<file path="src/rtl/core/fbpa_pkg.sv">
package fbpa_pkg;

    // request codes
    typedef enum logic {
        OP_ALLOC = 1'b0,
        OP_FREE  = 1'b1
    } opcode_t;

    // result status codes
    typedef enum logic [1:0] {
        ST_OK      = 2'd0,
        ST_REFUSED = 2'd1,
        ST_FULL    = 2'd2
    } status_t;

    // controller states
    typedef enum logic [1:0] {
        FSM_INIT,
        FSM_IDLE,
        FSM_EXEC
    } fsm_t;

    localparam int OPCODE_W = 1;
    localparam int MARGIN_W = 7;
    localparam int BLKIDX_W = 6;
    localparam int STATUS_W = 2;
    localparam int COUNT_W  = 7;
    localparam int IDX_SPAN = 64;

endpackage

</file>
<file path="src/rtl/core/fixed_block_pool_allocator.sv">
// A word accepted with start high and busy low moves the controller to its execute state;
// the result words and done are registered as it leaves that state. No new word is taken
// while busy is high; the registered read of the link memory precedes each update. The
// receiver cannot stall: done lasts one cycle. Reset: the head, count and low-watermark
// reset at once; the link memory is then chained by a clearing pass, while busy stays high.
module fixed_block_pool_allocator #(
    parameter int BLOCKS = 64
) (
    input  logic                             clk,
    input  logic                             rst_n,
    input  logic                             start,
    output logic                             busy,
    input  logic [fbpa_pkg::OPCODE_W-1:0]    opcode,
    input  logic [fbpa_pkg::MARGIN_W-1:0]    margin,
    input  logic [fbpa_pkg::BLKIDX_W-1:0]    block_index,
    output logic                             done,
    output logic [fbpa_pkg::STATUS_W-1:0]    status,
    output logic [fbpa_pkg::BLKIDX_W-1:0]    granted_block,
    output logic [fbpa_pkg::COUNT_W-1:0]     free_count,
    output logic [fbpa_pkg::COUNT_W-1:0]     min_free
);

    // index width and count width (count also holds BLOCKS as end of chain)
    localparam int IW = (BLOCKS > 1) ? $clog2(BLOCKS) : 1;
    localparam int CW = $clog2(BLOCKS + 1);
    localparam int MW = (CW > fbpa_pkg::MARGIN_W) ? CW : fbpa_pkg::MARGIN_W;

    // block index reduced modulo BLOCKS: constant table
    logic [IW-1:0] blk_tab [fbpa_pkg::IDX_SPAN];
    for (genvar g = 0; g < fbpa_pkg::IDX_SPAN; g++)
    begin : g_tab
        assign blk_tab[g] = IW'(g % BLOCKS);
    end

    fbpa_pkg::fsm_t state_reg, state_next;

    logic [CW-1:0] clr_reg, clr_next;
    logic [CW-1:0] head_reg, head_next;
    logic [CW-1:0] free_reg, free_next;
    logic [CW-1:0] low_reg, low_next;

    logic                          op_reg;
    logic [fbpa_pkg::MARGIN_W-1:0] margin_reg;
    logic [IW-1:0]                 blk_reg;

    logic                          done_reg;
    logic [fbpa_pkg::STATUS_W-1:0] status_reg, status_next;
    logic [fbpa_pkg::BLKIDX_W-1:0] granted_reg, granted_next;
    logic [fbpa_pkg::COUNT_W-1:0]  fcount_reg;
    logic [fbpa_pkg::COUNT_W-1:0]  minf_reg;

    // link memory, one write and one registered read port
    logic [CW-1:0] link_mem [BLOCKS];
    logic [CW-1:0] rd_data_reg;
    logic          mem_we;
    logic [IW-1:0] mem_waddr;
    logic [CW-1:0] mem_wdata;
    logic [IW-1:0] hd_eff;
    logic          accept;

    // broken chain falls back to block 0
    assign hd_eff = (head_reg >= CW'(BLOCKS)) ? '0 : head_reg[IW-1:0];
    assign busy   = (state_reg != fbpa_pkg::FSM_IDLE);
    assign accept = start && !busy;

    always_ff @(posedge clk)
    begin
        if (mem_we)
        begin
            link_mem[mem_waddr] <= mem_wdata;
        end
        rd_data_reg <= link_mem[hd_eff];
    end

    // control state
    always_ff @(posedge clk or negedge rst_n)
    begin
        if (!rst_n)
        begin
            state_reg <= fbpa_pkg::FSM_INIT;
            clr_reg   <= '0;
            head_reg  <= '0;
            free_reg  <= CW'(BLOCKS);
            low_reg   <= CW'(BLOCKS);
            done_reg  <= 1'b0;
        end
        else
        begin
            state_reg <= state_next;
            clr_reg   <= clr_next;
            head_reg  <= head_next;
            free_reg  <= free_next;
            low_reg   <= low_next;
            done_reg  <= (state_reg == fbpa_pkg::FSM_EXEC);
        end
    end

    // request capture and result words
    always_ff @(posedge clk)
    begin
        if (accept)
        begin
            op_reg     <= opcode;
            margin_reg <= margin;
            blk_reg    <= blk_tab[block_index];
        end
        if (state_reg == fbpa_pkg::FSM_EXEC)
        begin
            status_reg  <= status_next;
            granted_reg <= granted_next;
            fcount_reg  <= fbpa_pkg::COUNT_W'(free_next);
            minf_reg    <= fbpa_pkg::COUNT_W'(low_next);
        end
    end

    // next state, list update and memory write
    always_comb
    begin
        state_next   = state_reg;
        clr_next     = clr_reg;
        head_next    = head_reg;
        free_next    = free_reg;
        low_next     = low_reg;
        mem_we       = 1'b0;
        mem_waddr    = blk_reg;
        mem_wdata    = head_reg;
        status_next  = fbpa_pkg::ST_OK;
        granted_next = '0;
        unique case (state_reg)
            fbpa_pkg::FSM_INIT:
            begin
                // chain entry i to i+1
                mem_we    = 1'b1;
                mem_waddr = clr_reg[IW-1:0];
                mem_wdata = clr_reg + CW'(1);
                clr_next  = clr_reg + CW'(1);
                if (clr_reg == CW'(BLOCKS - 1))
                begin
                    state_next = fbpa_pkg::FSM_IDLE;
                end
            end
            fbpa_pkg::FSM_IDLE:
            begin
                if (start)
                begin
                    state_next = fbpa_pkg::FSM_EXEC;
                end
            end
            fbpa_pkg::FSM_EXEC:
            begin
                state_next = fbpa_pkg::FSM_IDLE;
                if (op_reg == fbpa_pkg::OP_ALLOC)
                begin
                    if (MW'(free_reg) > MW'(margin_reg))
                    begin
                        // pop head; link of head was read on accept
                        granted_next = fbpa_pkg::BLKIDX_W'(hd_eff);
                        head_next    = rd_data_reg;
                        free_next    = free_reg - CW'(1);
                        if (low_reg > free_next)
                        begin
                            low_next = free_next;
                        end
                    end
                    else
                    begin
                        status_next = fbpa_pkg::ST_REFUSED;
                    end
                end
                else
                begin
                    if (free_reg < CW'(BLOCKS))
                    begin
                        // push returned block onto head
                        mem_we    = 1'b1;
                        head_next = CW'(blk_reg);
                        free_next = free_reg + CW'(1);
                    end
                    else
                    begin
                        status_next = fbpa_pkg::ST_FULL;
                    end
                end
            end
            default:
            begin
                state_next = fbpa_pkg::FSM_IDLE;
            end
        endcase
    end

    assign done          = done_reg;
    assign status        = status_reg;
    assign granted_block = granted_reg;
    assign free_count    = fcount_reg;
    assign min_free      = minf_reg;

endmodule

</file>
<file path="config.mk">
export PLATFORM = sky130hd
export DESIGN_NAME = fixed_block_pool_allocator
export DESIGN_NICKNAME = d
export VERILOG_FILES = /design/src/rtl/core/fbpa_pkg.sv /design/src/rtl/core/fixed_block_pool_allocator.sv
export SDC_FILE = /design/constraint.sdc
export NUM_CORES = 1
export LEC_CHECK = 0
export ABC_AREA = 1
export ABC_CLOCK_PERIOD_IN_PS = 5250
export BUFFER_PORTS_ARGS = -buffer_cell sky130_fd_sc_hd__buf_2
export CAP_MARGIN = 15
export CORE_MARGIN = 10
export CORE_UTILIZATION = 65
export CTS_BUF_LIST = sky130_fd_sc_hd__clkbuf_8
export DETAILED_ROUTE_END_ITERATION = 16
export PLACE_DENSITY = 0.84
export SYNTH_ARGS = -nofsm -noshare
export SYNTH_HDL_FRONTEND = slang
export SYNTH_SLANG_ARGS = --single-unit
export TNS_END_PERCENT = 50
</file>
<file path="constraint.sdc">
create_clock -name clk -period 5.25 [get_ports clk]
set_clock_uncertainty 0.1 [all_clocks]
set_input_delay 0.7875 -clock clk [delete_from_list [all_inputs] [get_ports clk]]
set_output_delay 0.7875 -clock clk [all_outputs]
set_load 0.05 [all_outputs]
</file>
==> flow_metrics.py, run 1 <==
metrics = {
    "run_status": {
        "outcome": "completed",
    },
    "die": {
        "start_util_pct": 65.9,
        "die_x_um": 207,
        "rows": 68,
        "core_sq_mm": 0.0345,
        "die_area_sq_mm": 0.0429,
        "die_h_um": 207,
        "io_pins": 41,
    },
    "power_and_ir_drop": {
        "power_density_mw_per_mm2": 592,
        "max-vdd-ir-drop_uv": 514,
        "p_total_mw": 14.7,
        "p_leak_nw": 10.4,
    },
    "setup_path": {
        "reg2reg_depth": 10,
        "startpoint": "head_reg[6]",
        "critPathMaxFanout": 46,
        "setup.worst_path.end_class": "flop",
        "critPathKind": "reg2reg",
        "critPathCapture": "rd_data_reg[4]",
        "r2r_slack_ns": 1.50,
        "r2r_end": "rd_data_reg[4]",
        "crit_required_ns": 5.73,
        "r2r-start": "head_reg[6]",
        "critPathArrivalTime_ns": 4.23,
        "crit_path_start_kind": "flop",
    },
    "synth": {
        "ys_seq_area_share_pct": 67.9,
        "syn-instance-count": 2199,
        "synth_top_area_cell": "edfxtp_1",
        "yosysWarnings": 0,
        "netlist_area_sq_mm": 0.0228,
        "synth_nets": 2234,
        "synth_seq_cells": 522,
        "synth_top_cell_area_share_pct": 63.8,
        "synthTopCellsByArea": "edfxtp_1 64%, nand3_1 8.9%, nand2_1 8.9%, inv_1 5.0%, dfrtp_1 3.2%",
        "ys_types": 32,
        "syn_avg_cell_area_sq_um": 10.4,
    },
    "placed_design": {
        "hpwlAfterDp_um": 33600,
        "place_inst": 2609,
        "port-buffer-count": 40,
        "gp_congestion": 0.930,
        "place_area_sq_mm": 0.0233,
        "place_ws_ns": 1.44,
    },
    "final_layout": {
        "post-route-util_pct": 71.9,
        "largest_reg_flops": 448,
        "fin_cells": 2759,
        "final_cell_area_sq_mm": 0.0248,
        "area_delta_synth_final_pct": 9.09,
        "drive_above_1_share_pct": 8.16,
        "n_antenna_cell": 0,
        "nets": 2275,
        "regMostFlops": "link_mem",
    },
    "timing": {
        "setup_violations": 0,
        "relSlewSlack_pct": 26.4,
        "fmax_mhz": 267,
        "fin_crit_sh_pct": 71.5,
        "whs_ns": 0.114,
        "min_period_ns": 3.75,
        "fin_ws_ns": 1.50,
        "finalHoldViolations": 0,
        "grt_setup_unrepaired": "no",
        "finalSetupTns_ns": 0,
        "drv_slew": 0,
        "worst_pin_slew_ns": 1.10,
    },
    "clock_tree": {
        "cts.path.max_buffers": 3,
        "clkTransAtPathRegs_ns": 0.06,
        "ctsResizeCount": 0,
        "hold_buffers": 0,
        "worstSkewPairLatency_ns": 0.64,
        "cts_setup_buffers": 0,
        "cts_tree": "yes",
        "clock-sinks": 522,
        "cts_root_buf": "clkbuf_8",
        "h-tree-depth": 3,
        "numCtsBuffers": 82,
    },
    "route": {
        "ant_nets": 0,
        "dr_total_vias": 16100,
        "vias_per_cell": 5.85,
        "remaining_drc_errors": 0,
        "drt-total-wl_um": 56200,
        "drt_iter0_drc": 2479,
        "wl_per_cell_um": 20.4,
        "drt-pass1-iter-count": 6,
    },
    "global_route": {
        "grt_pass1_wl_um": 86800,
        "grt_pass1_vias": 15600,
        "antenna_found_initial": 0,
        "grt_max_degree": 93,
        "grt_usage_pct": 25.5,
        "grt.overflow.total": 0,
    },
    "worst_hold_path": {
        "hold_path.class": "in2async",
    },
    "flow_run": {
        "cap_violations": 0,
    },
}
[cell usage after synthesis, drive strengths merged]
cell type	instances
nand2	539
edfxtp	484
nand3	407
inv	305
nor2	172
o21ai	62
buf	59
clkbuf	45
or2	30
dfrtp	29
ha	18
nor3	11
a21oi	10
dfxtp	7
mux2i	6
nand4	5
dfstp	2
xnor2	2
xor2	2
a21o	1
o21a	1
o221ai	1
o22ai	1
[where the power goes]
part	leakage (nW)	switching, mW	internal [mW]
Combinational	4.63	4.41	1.31
Clock	0.849	1.54	1.55
Sequential	4.88	0.201	5.70
Total	10.4	6.16	8.56
[metal layers]
layer / global-route usage [%] / wire length, um / up-vias
met2: 40.2 / 26300 / 1031
met3: 6.02 / 6790 / 155
li1: - / - / 7377
met5: 0 / 0 / -
met4: 10.8 / 1960 / 0
met1: 33.6 / 21200 / 7575
[worst max-delay path, cell delays in order (launching register included)]
cell     delay [ns]
dfrtp_1        0.48
inv_4          0.52
nand2_4        0.44
inv_2          0.83
buf_4          0.46
nand3_1        0.12
nand3_1        0.12
nand3_1        0.18
nand3_1        0.15
nand3_1        0.13
nand2_1        0.12
[cell type report]
class / count / area [sq um]
inverter: 305 / 1150
multi-input combinational: 1268 / 5820
clock inverter: 59 / 236
clock buffer: 89 / 1220
tap: 455 / 569
fill: 2383 / 9700
sequential: 522 / 15500
timing repair buffer: 61 / 390
[how the worst min path moves through the flow]
| stage | start | endpoint | slack, ns | depth (start not counted) |
|---|---|---|---|---|
| 2_1_floorplan | rd_data_reg[6] | head_reg[6] | 0.31 | 2 |
| 3_3_place_gp | rd_data_reg[6] | head_reg[6] | 0.36 | 2 |
| 3_5_place_dp | rd_data_reg[6] | head_reg[6] | 0.37 | 2 |
| 4_1_cts | rst_n | head_reg[4] | 0.11 | 1 |
| 5_1_grt | rst_n | clr_reg[3] | 0.15 | 1 |
| 6_report | rst_n | head_reg[4] | 0.11 | 1 |
[cell families (layout without fill, tap and decap cells)]
group	count (synthesis)	count (layout)	share of synthesized area, %
AO/OA/AOI/OAI	76	76	1.76
XOR/XNOR	4	4	0.154
adder cells (fa/ha/maj)	18	18	0.989
buffers and inverters	409	514	7.04
flip-flops	522	522	67.9
multiplexers	6	6	0.264
AND/OR/NAND/NOR	1164	1164	21.9
[layout by cell type, fill, tap and decap left out, types with 2 or more instances in the layout]
cell type and instances:
o21ai_0 52, inv_2 3, nand2_1 534, inv_1 329
nor3_1 11, dfstp_2 2, or2_0 24, or2_2 6
buf_4 19, clkinv_1 23, dfxtp_1 7, nor2_2 3
a21oi_1 10, clkinv_2 6, nand3_1 407, edfxtp_1 484
mux2i_1 6, o21ai_4 5, xor2_1 2, nand4_1 5
o21ai_1 2, ha_1 18, buf_2 40, dfrtp_1 28
clkinvlp_4 2, nand2_4 4, nor2_1 168, clkbuf_8 89
o21ai_2 3, xnor2_1 2
(Power assumes the default switching activity.)
==> run 2, diff against run 1 <==
--- a/config.mk
+++ b/config.mk
@@ -6,7 +6,7 @@
 export NUM_CORES = 1
 export LEC_CHECK = 0
 export ABC_AREA = 1
-export ABC_CLOCK_PERIOD_IN_PS = 5250
+export ABC_CLOCK_PERIOD_IN_PS = 3500
 export BUFFER_PORTS_ARGS = -buffer_cell sky130_fd_sc_hd__buf_2
 export CAP_MARGIN = 15
 export CORE_MARGIN = 10
==> constraint.sdc (replaced) <==
create_clock -name clk -period 3.5 [get_ports clk]
set_clock_uncertainty 0.1 [all_clocks]
set_input_delay 0.525 -clock clk [delete_from_list [all_inputs] [get_ports clk]]
set_output_delay 0.525 -clock clk [all_outputs]
set_load 0.05 [all_outputs]
==> flow_metrics.py, run 2 (synthesized netlist as in run 1, its figures left out) <==
metrics = {
    "run_status": {
        "outcome": "completed",
    },
    "final_layout": {
        "multiInputGateArea_sq_mm": 0.00581,
        "n_antenna_cell": 0,
        "seq_area_sq_mm": 0.0155,
        "largest_reg_flops": 448,
        "final_common_cell": "nand2_1",
        "nets": 2313,
        "final_cell_mix": "534 x nand2_1, 484 x edfxtp_1, 407 x nand3_1",
        "fillCellCount": 2225,
        "final_cell_area_sq_mm": 0.0253,
        "area_delta_synth_final_pct": 11.0,
        "regMostFlops": "link_mem",
        "drive_above_1_share_pct": 9.31,
        "fin_cells": 2787,
    },
    "global_route": {
        "grt_max_degree": 107,
        "grt_usage_pct": 25.7,
        "grt_pass1_vias": 16000,
        "grt.overflow.total": 0,
        "grt_pass1_wl_um": 87400,
        "antenna_found_initial": 1,
    },
    "route": {
        "dr_total_vias": 16300,
        "remaining_drc_errors": 0,
        "wl_per_cell_um": 20.2,
        "drt-pass1-iter-count": 7,
        "ant_nets": 0,
        "drt-total-wl_um": 56400,
        "drt_iter0_drc": 2421,
        "vias_per_cell": 5.86,
    },
    "placed_design": {
        "port-buffer-count": 40,
        "hpwlAfterDp_um": 34100,
        "place_area_sq_mm": 0.0236,
        "place_inst": 2634,
        "place_ws_ns": 0.247,
        "gp_congestion": 0.933,
    },
    "die": {
        "rows": 68,
        "start_util_pct": 65.9,
        "die_area_sq_mm": 0.0429,
        "die_h_um": 207,
        "die_x_um": 207,
        "io_pins": 41,
        "core_sq_mm": 0.0345,
    },
    "timing": {
        "relSlewSlack_pct": 17.3,
        "worst_pin_slew_ns": 1.24,
        "fin_crit_sh_pct": 90.5,
        "drv_slew": 0,
        "setup_violations": 0,
        "fmax_mhz": 316,
        "min_period_ns": 3.17,
        "grt_setup_unrepaired": "no",
        "finalHoldViolations": 0,
        "fin_ws_ns": 0.332,
    },
    "setup_path": {
        "critPathKind": "reg2reg",
        "crit_path_max_incr_delay_ns": 0.61,
        "crit_buf_inv": 2,
        "critPathArrivalTime_ns": 3.32,
        "crit_path_start_kind": "flop",
        "crit_family": "simple AND/OR/NAND/NOR gates",
        "cp_num_cells": 8,
        "cp_cell_sequence": "nor2_4, buf_4, nand2_1, o21ai_0, inv_1, nor2_1, nand2_1, nor2_1",
        "setup.worst_path.end_class": "flop",
        "crit_required_ns": 3.66,
        "reg2reg_depth": 8,
        "critPathMaxFanout": 18,
        "slowest_stage": "nor2_1",
    },
    "clock_tree": {
        "cts.path.max_buffers": 3,
        "cts_tree": "yes",
        "numCtsBuffers": 81,
        "clkTransAtPathRegs_ns": 0.07,
        "h-tree-depth": 3,
        "cts_root_buf": "clkbuf_8",
        "worstSkewPairLatency_ns": 0.64,
        "clock-sinks": 522,
    },
    "power_and_ir_drop": {
        "max-vdd-ir-drop_uv": 694,
        "combPwrFrac_pct": 40.0,
        "intPower_mw": 13.2,
        "power_density_mw_per_mm2": 890,
        "pwr-share-clk_pct": 20.9,
        "netSwitchingFraction_pct": 41.5,
        "p_leak_nw": 10.6,
        "p_sw_mw": 9.35,
        "seqPwrFrac_pct": 39.2,
        "p_total_mw": 22.5,
    },
    "worst_hold_path": {
        "hold_path_depth": 3,
        "hold_path.class": "in2reg",
    },
    "flow_run": {
        "cap_violations": 0,
    },
}
[run 2: layout make-up]
type                    instances  area share [%]
clock buffers                  87            4.74
clock inverters                50            1.05
inverters                     305            4.54
multi-input cells            1268            23.0
flip-flops and latches        522            61.2
well taps                     455            2.25
repair buffers                100            3.25
[run 2: worst paths after layout]
check                          startpoint             end  slack [ns]
max                          state_reg[0]  link_mem[9][2]        0.33
min                                 start    state_reg[1]        0.06
max reg2reg                  state_reg[0]  link_mem[9][2]        0.33
min reg2reg                rd_data_reg[6]     head_reg[6]        0.34
max in group asynchronous           rst_n     head_reg[0]        2.36
min in group asynchronous           rst_n      clr_reg[0]        0.41
[run 2: power by group through the flow]
stage | Clock (mW) | Combinational [mW] | Sequential, mW
floorplan | 0 | 5.26 | 9.08
global placement | 0 | 8.39 | 8.90
detailed placement | 0 | 8.62 | 8.92
CTS | 4.73 | 8.68 | 8.80
global route | 5.02 | 9.62 | 8.85
finish | 4.70 | 8.99 | 8.81
[run 2: worst min-delay path, cell delays in order]
cell	delay [ns]
buf_2	0.09
inv_1	0.07
nor2_1	0.05
[run 2: stage by stage]
stage | utilization, % | hold slack (ns) | TNS (ns)
3_3_place_gp | 68.4 | 0.320 | 0
4_1_cts | 73.1 | 0.0349 | 0
6_report | 73.2 | 0.0614 | 0
3_5_place_dp | 68.4 | 0.324 | 0
5_1_grt | 73.2 | 0.0599 | 0
2_1_floorplan | - | 0.129 | -150.99
[run 2: repair_timing]
item | CTS | global route
setup endpoints to repair | 0 | 99
gates resized for setup | 0 | 1
hold buffers | 15 | 0
hold endpoints to repair | 43 | 0
setup buffers | 0 | 0
[run 2: metal layers]
| layer | vias to the layer above | wire length (um) | global-route usage [%] |
|---|---|---|---|
| li1 | 7444 | - | - |
| met1 | 7555 | 20700 | 32.3 |
| met2 | 1133 | 26000 | 40.1 |
| met3 | 195 | 7300 | 7.39 |
| met4 | 2 | 2360 | 12.7 |
| met5 | - | 17 | 0 |
